$ cat config.mk
export PLATFORM = sky130hd
export DESIGN_NAME = min_max_pair_sum_histogram
export DESIGN_NICKNAME = d
export VERILOG_FILES = /design/src/rtl/mmps_pkg.sv /design/src/rtl/min_max_pair_sum_histogram.sv
export SDC_FILE = /design/constraint.sdc
export NUM_CORES = 2
export LEC_CHECK = 0
export BUFFER_PORTS_ARGS = -buffer_cell sky130_fd_sc_hd__buf_2
export CAP_MARGIN = 0
export CELL_PAD_IN_SITES_DETAIL_PLACEMENT = 1
export CELL_PAD_IN_SITES_GLOBAL_PLACEMENT = 2
export CORE_UTILIZATION = 46
export CTS_CLUSTER_DIAMETER = 100
export DETAILED_ROUTE_END_ITERATION = 10
export PLACE_DENSITY = 0.89
export SETUP_SLACK_MARGIN = 0.15
export SKIP_LAST_GASP = 1
export SLEW_MARGIN = 40
export SYNTH_ARGS = -nofsm -noshare
export SYNTH_HDL_FRONTEND = slang
export SYNTH_SLANG_ARGS = --single-unit
$ cat constraint.sdc
create_clock -name i_clk -period 9.36 [get_ports i_clk]
set_clock_uncertainty 0.15 [all_clocks]
set_input_delay 0.468 -clock i_clk [delete_from_list [all_inputs] [get_ports i_clk]]
set_output_delay 0.468 -clock i_clk [all_outputs]
set_load 0.02 [all_outputs]
$ cat src/rtl/mmps_pkg.sv
// ----------------------------------------------------------------------------
// mmps_pkg
// shared state type and sequencer codes for the pair sum histogram block
// ----------------------------------------------------------------------------
package mmps_pkg;

    typedef logic [1:0] t_state;

    // sequencer codes
    localparam t_state ST_IDLE = 2'd0;  // waiting for an item
    localparam t_state ST_INS  = 2'd1;  // histogram update
    localparam t_state ST_LOAD = 2'd2;  // fetch first entries of both walks
    localparam t_state ST_WALK = 2'd3;  // greedy pairing, one step a cycle

endpackage

$ cat src/rtl/min_max_pair_sum_histogram.sv
// ----------------------------------------------------------------------------
// min_max_pair_sum_histogram
// least possible maximum pair sum over two growing multisets
// ----------------------------------------------------------------------------
// Each item adds value_a to multiset A and value_b to multiset B (values above
// VALUE_MAX count as VALUE_MAX) and then reports the least possible maximum
// pair sum over all pairings of A with B. An item is taken when start is high
// and busy is low; the result shows on o_best_max_sum for one cycle with
// o_result_valid high and cannot be held off. The idle state reads the two
// histogram entries as the item is taken, the insert state writes them back,
// the load state fetches the first walk entries, then a single compare and
// subtract unit makes one greedy step a cycle, each step moving the low A
// pointer up or the high B pointer down. Both histograms clear at reset
// through per-entry valid flags, so no clearing pass is needed.
// ----------------------------------------------------------------------------
module min_max_pair_sum_histogram #(
    parameter int VALUE_MAX = 100,
    parameter int MAX_ITEMS = 65535
) (
    input  logic       i_clk,
    input  logic       i_rst_n,
    input  logic       start,
    output logic       busy,
    input  logic [6:0] i_value_a,
    input  logic [6:0] i_value_b,
    output logic       o_result_valid,
    output logic [7:0] o_best_max_sum
);

    localparam int DEPTH = VALUE_MAX + 1;
    localparam int AW    = (DEPTH > 1) ? $clog2(DEPTH) : 1;   // entry address
    localparam int PW    = $clog2(VALUE_MAX + 2);             // walk pointer
    localparam int CW    = $clog2(MAX_ITEMS + 1);             // count width
    localparam int SW    = $clog2(2 * VALUE_MAX + 1);         // pair sum width

    // sequencer
    mmps_pkg::t_state r_state, n_state;

    // latched insert addresses
    logic [AW-1:0] r_ins_a, r_ins_b;

    // histogram stores and their valid flags
    logic [CW-1:0]    mem_a [DEPTH];
    logic [CW-1:0]    mem_b [DEPTH];
    logic [DEPTH-1:0] r_vld_a, r_vld_b;

    // registered read ports
    logic [CW-1:0] r_rd_a, r_rd_b;
    logic          r_rdv_a, r_rdv_b;
    logic [AW-1:0] rd_addr_a, rd_addr_b;
    logic [CW-1:0] rd_a, rd_b;

    // walk state: pointer lo into A, hi+1 into B, remaining counts
    logic [PW-1:0] r_lo, n_lo;
    logic [PW-1:0] r_hi_p1, n_hi_p1;
    logic [CW-1:0] r_rem_a, n_rem_a;
    logic [CW-1:0] r_rem_b, n_rem_b;
    logic          r_fresh_a, n_fresh_a;   // current A count is on the read port
    logic          r_fresh_b, n_fresh_b;
    logic [SW-1:0] r_best, n_best;

    logic          r_out_vld, n_out_vld;

    // step datapath
    logic [CW-1:0] cur_a, cur_b;
    logic          walk_done;
    logic          a_gt_b;
    logic [CW-1:0] sub_x, sub_y, sub_d;
    logic [SW-1:0] pair_sum;
    logic [AW-1:0] clamp_a, clamp_b;
    logic [CW-1:0] inc_a, inc_b;
    logic          wr_en;

    // clamp incoming values to the histogram range
    always_comb begin
        clamp_a = (int'(i_value_a) > VALUE_MAX) ? AW'(VALUE_MAX) : AW'(i_value_a);
        clamp_b = (int'(i_value_b) > VALUE_MAX) ? AW'(VALUE_MAX) : AW'(i_value_b);
    end

    // entries never written read as zero
    assign rd_a = r_rdv_a ? r_rd_a : '0;
    assign rd_b = r_rdv_b ? r_rd_b : '0;

    // saturating increment of the counts being inserted
    assign inc_a = (rd_a == CW'(MAX_ITEMS)) ? rd_a : rd_a + CW'(1);
    assign inc_b = (rd_b == CW'(MAX_ITEMS)) ? rd_b : rd_b + CW'(1);
    assign wr_en = (r_state == mmps_pkg::ST_INS);

    // current counts under the two pointers
    assign cur_a     = r_fresh_a ? rd_a : r_rem_a;
    assign cur_b     = r_fresh_b ? rd_b : r_rem_b;
    assign walk_done = (int'(r_lo) > VALUE_MAX) || (r_hi_p1 == '0);

    // shared compare and subtract: larger count minus smaller
    assign a_gt_b   = cur_a > cur_b;
    assign sub_x    = a_gt_b ? cur_a : cur_b;
    assign sub_y    = a_gt_b ? cur_b : cur_a;
    assign sub_d    = sub_x - sub_y;
    assign pair_sum = SW'(r_lo) + SW'(r_hi_p1 - PW'(1));

    // sequencer and walk step
    always_comb begin
        n_state   = r_state;
        n_lo      = r_lo;
        n_hi_p1   = r_hi_p1;
        n_rem_a   = r_rem_a;
        n_rem_b   = r_rem_b;
        n_fresh_a = r_fresh_a;
        n_fresh_b = r_fresh_b;
        n_best    = r_best;
        n_out_vld = 1'b0;
        unique case (r_state)
            mmps_pkg::ST_IDLE: begin
                if (start) begin
                    n_state = mmps_pkg::ST_INS;
                end
            end
            mmps_pkg::ST_INS: begin
                n_state = mmps_pkg::ST_LOAD;
            end
            mmps_pkg::ST_LOAD: begin
                n_state   = mmps_pkg::ST_WALK;
                n_lo      = '0;
                n_hi_p1   = PW'(VALUE_MAX + 1);
                n_fresh_a = 1'b1;
                n_fresh_b = 1'b1;
                n_best    = '0;
            end
            mmps_pkg::ST_WALK: begin
                // keep whatever is current so a stale read port is not reused
                n_rem_a   = cur_a;
                n_rem_b   = cur_b;
                n_fresh_a = 1'b0;
                n_fresh_b = 1'b0;
                priority if (walk_done) begin
                    n_state   = mmps_pkg::ST_IDLE;
                    n_out_vld = 1'b1;
                end else if (cur_a == '0) begin
                    n_lo      = r_lo + PW'(1);
                    n_fresh_a = 1'b1;
                end else if (cur_b == '0) begin
                    n_hi_p1   = r_hi_p1 - PW'(1);
                    n_fresh_b = 1'b1;
                end else begin
                    if (pair_sum > r_best) begin
                        n_best = pair_sum;
                    end
                    if (a_gt_b) begin
                        // B run used up, A keeps the rest
                        n_rem_a   = sub_d;
                        n_hi_p1   = r_hi_p1 - PW'(1);
                        n_fresh_b = 1'b1;
                    end else begin
                        n_rem_b   = sub_d;
                        n_lo      = r_lo + PW'(1);
                        n_fresh_a = 1'b1;
                    end
                end
            end
            default: begin
                n_state = mmps_pkg::ST_IDLE;
            end
        endcase
    end

    // read addresses: insert entries, walk start, or next pointer
    always_comb begin
        rd_addr_a = '0;
        rd_addr_b = '0;
        unique case (r_state)
            mmps_pkg::ST_IDLE: begin
                rd_addr_a = clamp_a;
                rd_addr_b = clamp_b;
            end
            mmps_pkg::ST_LOAD: begin
                rd_addr_a = '0;
                rd_addr_b = AW'(VALUE_MAX);
            end
            mmps_pkg::ST_WALK: begin
                if (int'(n_lo) <= VALUE_MAX) begin
                    rd_addr_a = AW'(n_lo);
                end
                if (n_hi_p1 != '0) begin
                    rd_addr_b = AW'(n_hi_p1 - PW'(1));
                end
            end
            default: begin
                rd_addr_a = '0;
                rd_addr_b = '0;
            end
        endcase
    end

    // histogram stores
    always_ff @(posedge i_clk) begin
        if (wr_en) begin
            mem_a[r_ins_a] <= inc_a;
            mem_b[r_ins_b] <= inc_b;
        end
        r_rd_a <= mem_a[rd_addr_a];
        r_rd_b <= mem_b[rd_addr_b];
    end

    // valid flags, cleared at reset
    always_ff @(posedge i_clk) begin
        if (!i_rst_n) begin
            r_vld_a <= '0;
            r_vld_b <= '0;
            r_rdv_a <= 1'b0;
            r_rdv_b <= 1'b0;
        end else begin
            if (wr_en) begin
                r_vld_a[r_ins_a] <= 1'b1;
                r_vld_b[r_ins_b] <= 1'b1;
            end
            r_rdv_a <= r_vld_a[rd_addr_a];
            r_rdv_b <= r_vld_b[rd_addr_b];
        end
    end

    // control registers
    always_ff @(posedge i_clk) begin
        if (!i_rst_n) begin
            r_state   <= mmps_pkg::ST_IDLE;
            r_out_vld <= 1'b0;
            r_lo      <= '0;
            r_hi_p1   <= '0;
            r_fresh_a <= 1'b0;
            r_fresh_b <= 1'b0;
            r_best    <= '0;
        end else begin
            r_state   <= n_state;
            r_out_vld <= n_out_vld;
            r_lo      <= n_lo;
            r_hi_p1   <= n_hi_p1;
            r_fresh_a <= n_fresh_a;
            r_fresh_b <= n_fresh_b;
            r_best    <= n_best;
        end
    end

    // payload registers
    always_ff @(posedge i_clk) begin
        r_rem_a <= n_rem_a;
        r_rem_b <= n_rem_b;
        if (r_state == mmps_pkg::ST_IDLE) begin
            r_ins_a <= clamp_a;
            r_ins_b <= clamp_b;
        end
    end

    assign busy           = (r_state != mmps_pkg::ST_IDLE);
    assign o_result_valid = r_out_vld;
    assign o_best_max_sum = 8'(r_best);

    // an accepted item keeps the block busy
    a_start_busy: assert property (@(posedge i_clk) disable iff (!i_rst_n)
        (start && !busy) |=> busy)
        else $error("accepted item did not make the block busy");

    // a result only follows the end of a walk
    a_result_after_walk: assert property (@(posedge i_clk) disable iff (!i_rst_n)
        o_result_valid |-> ($past(r_state) == mmps_pkg::ST_WALK) && !busy)
        else $error("result strobe outside the end of a walk");

    // pointers never run past their end markers
    a_ptr_range: assert property (@(posedge i_clk) disable iff (!i_rst_n)
        (r_state == mmps_pkg::ST_WALK) |->
            (int'(r_lo) <= VALUE_MAX + 1) && (int'(r_hi_p1) <= VALUE_MAX + 1))
        else $error("walk pointer out of range");

    // the best sum never exceeds the largest possible pair
    a_best_range: assert property (@(posedge i_clk) disable iff (!i_rst_n)
        int'(r_best) <= 2 * VALUE_MAX)
        else $error("best pair sum out of range");

endmodule

==> reports/metrics.yaml <==
status: "finished clean"
power.density_nw_per_um2: 340
vias_per_cell: 6.51
drt_iter0_drc: 14200
synth_warnings: 0
fmax_ghz: 0.111
dr.pass1.iters: 6
coreArea_sq_um: 310000
hpwlAfterDp_microns: 294000
power_uw: 55900
cts_inserted_buffers: 367
dp.cells: 14800
synth_top_cell_by_area: "edfxtp_1"
die_w_microns: 561
fin_crit_ps: 9020
endpoint_kind: "flip-flop"
synth_top_area_share_pct: 68.6
drv_slew: 0
crit_path_start_kind: "flip-flop"
wl_microns: 498000
critical-path-max-stage-delay_ps: 640
ys_top_cells_by_area: "edfxtp_1, dfxtp_1, nand2_1, nor2_1, nor3_1"
syn2layout_area_growth_pct: 14.5
final_cell_area_sq_um: 164000
synth.most_common_cell: "edfxtp_1"
hold_viol_final: 0
critPathSlowestCell: "or4b_2"
ys_seq_elements: 3541
floorplan.initialDensity_pct: 46.4
ir_drop_mv: 0.281
rsz0062_at_grt: "true"
postSynth.asyncResetShare_pct: 0
path_max_fanout: 80
grt_start_max_net_pins: 159
cts_tree: "built"
netlist_area_sq_um: 144000
antenna_found_initial: 23
ant_nets: 0
clk_latency_ps: 990
critPathRequiredTime_ps: 10010
cts_sinks: 3541
ys_seq_area_share_pct: 72.2
place_ws_ps: 183
synth_cells: 10900
cap_violations: 0
wl_per_cell_microns: 32.0
tightest_slew_ps: 1150
finalNonFillerCells: 15500
grt_pass1_wl_microns: 717000
place_congestion: 0.937
ys_types: 105
std_cell_rows: 204
drc: 0
ios: 27
fin_nets: 11200
cp_common_cell: "buf_4"
placed_cell_area_sq_um: 151000
synth_edf_count: 3278
dieArea_sq_um: 314000
postSynthNetCount: 11000
final-setup-viol-count: 0
setup_ws_ps: 340
portBuffers: 26
synth_ff_type: "edfxtp_1"
root_buffer: "clkbuf_16"
overflow: 0
yosys-top-cells-count: "edfxtp_1, nand2_1, nor2_1"
first_global_vias: 104000
path_clk_slew_ps: 60
slew-limit-headroom_pct: 23.3
clk_path_buf_depth: 4
crit_type: "reg2reg"
fillCellCount: 30300
leakagePower_uw: 0.0549
htreeDepth: 5
dieHeight_microns: 561
utilization_pct: 53.1
hold_path_class: "in2reg"
vias: 101000
grt_util_all_layers_pct: 30.9
final_layout_size_suffix_gt1_share_pct: 12.6
syn_area_per_cell_sq_um: 13.2
finalCritPeriodShare_pct: 96.4
arrival_ps: 9670
==> power by group <==
part	internal [uW]	total, uW	switching [uW]
logic	5750	21600	15800
registers	18800	19100	348
clock network	8760	15300	6500
total	33300	55900	22700
==> flip-flops by register name, summed over array words and instances, names as in the netlist <==
signal	flops
r_rd_b	16
r_state	2
r_hi_p1	7
o_best_max_sum	8
r_rem_a	16
r_ins_a	7
r_fresh_b	1
mem_b	1616
mem_a	1616
r_rd_a	16
r_rem_b	16
r_lo	7
r_rdv_a	1
r_ins_b	7
r_vld_b	101
r_vld_a	101
r_rdv_b	1
o_result_valid	1
r_fresh_a	1
==> cell type report <==
type,instances,area (sq um),share of cell area (%)
clock buffer,465,9780,5.95
clock inverter,218,2710,1.65
timing repair buffer,586,5410,3.29
antenna,5,12.5,0.00761
sequential,3541,104000,63.1
inverter,77,299,0.182
multi-input combinational,6516,37300,22.7
tap,4120,5150,3.14
==> worst paths after layout <==
kind           startpoint  depth (start not counted)  slack (ps)          end
max             r_fresh_b                         28         340   r_rd_b[12]
min reg2reg   r_vld_a[48]                          2         320  r_vld_a[48]
max reg2reg     r_fresh_b                         28         340   r_rd_b[12]
min          i_value_a[5]                          2         220   r_ins_a[5]
==> routing by layer <==
metal	GRT usage [%]	part of all wire, %	up-vias
met2	48.8	46	6263
met4	14.3	5.1	14
li1	-	-	41600
met3	6.90	11	1267
met5	0	0.017	-
met1	40.7	38	51900
==> critical path: cells and delay by family (launching register included) <==
kind	cells	cell delay (ps)
AOI/OAI and AO/OA	7	2920
and+or+nand+nor	10	2100
muxes	2	740
adders and majority gates	2	670
DFF	1	550
buffers and inverters	6	1230
xor gates and xnor gates	1	210
==> logic make-up (layout without fill, tap and decap cells) <==
group | Yosys count | after routing | synth area share (%)
and+or+nand+nor | 4298 | 4298 | 13.2
xor gates and xnor gates | 43 | 43 | 0.272
DFF | 3541 | 3541 | 72.2
AOI/OAI and AO/OA | 1780 | 1782 | 8.29
other | 0 | 5 | 0
buffers and inverters | 832 | 1346 | 2.45
muxes | 346 | 346 | 3.17
adders and majority gates | 47 | 47 | 0.415
==> layout by cell type (no fill, tap or decap), drive strengths merged, types with 31 or more instances in the layout <==
| master | count |
|---|---|
| edfxtp | 3278 |
| a311oi | 49 |
| dfxtp | 263 |
| nor3 | 687 |
| o2111ai | 41 |
| mux2i | 251 |
| mux4 | 86 |
| o221ai | 96 |
| a21oi | 343 |
| a31o | 31 |
| nand2 | 1351 |
| o21ai | 505 |
| or3 | 126 |
| ha | 46 |
| clkinv | 140 |
| o211ai | 94 |
| nor4 | 55 |
| nor2b | 35 |
| bufinv | 46 |
| and3 | 39 |
| a211oi | 40 |
| a2111oi | 35 |
| buf | 568 |
| a31oi | 92 |
| and2 | 32 |
| a32oi | 64 |
| nand3 | 573 |
| o22ai | 130 |
| o32ai | 36 |
| nor2 | 1271 |
| clkbuf | 467 |
| inv | 92 |
| nand4 | 87 |
==> what timing repair did <==
item                                   in CTS  in global routing
pin swaps                                   0                  1
cloned                                      1                  1
endpoints found under the hold margin      23                  0
setup endpoints to repair                   1                 16
hold buffers                               16                  0
setup buffers                               0                  3
resized for setup                           0                 10
==> metrics by stage <==
step / hold slack (ps) / TNS, ps
5_1_grt: 215 / 0
3_3_place_gp: 293 / -17.5
4_1_cts: 189 / 0
6_report: 224 / 0
3_5_place_dp: 300 / 0
2_1_floorplan: 282 / 0
Power figures use the tool's default switching activity.
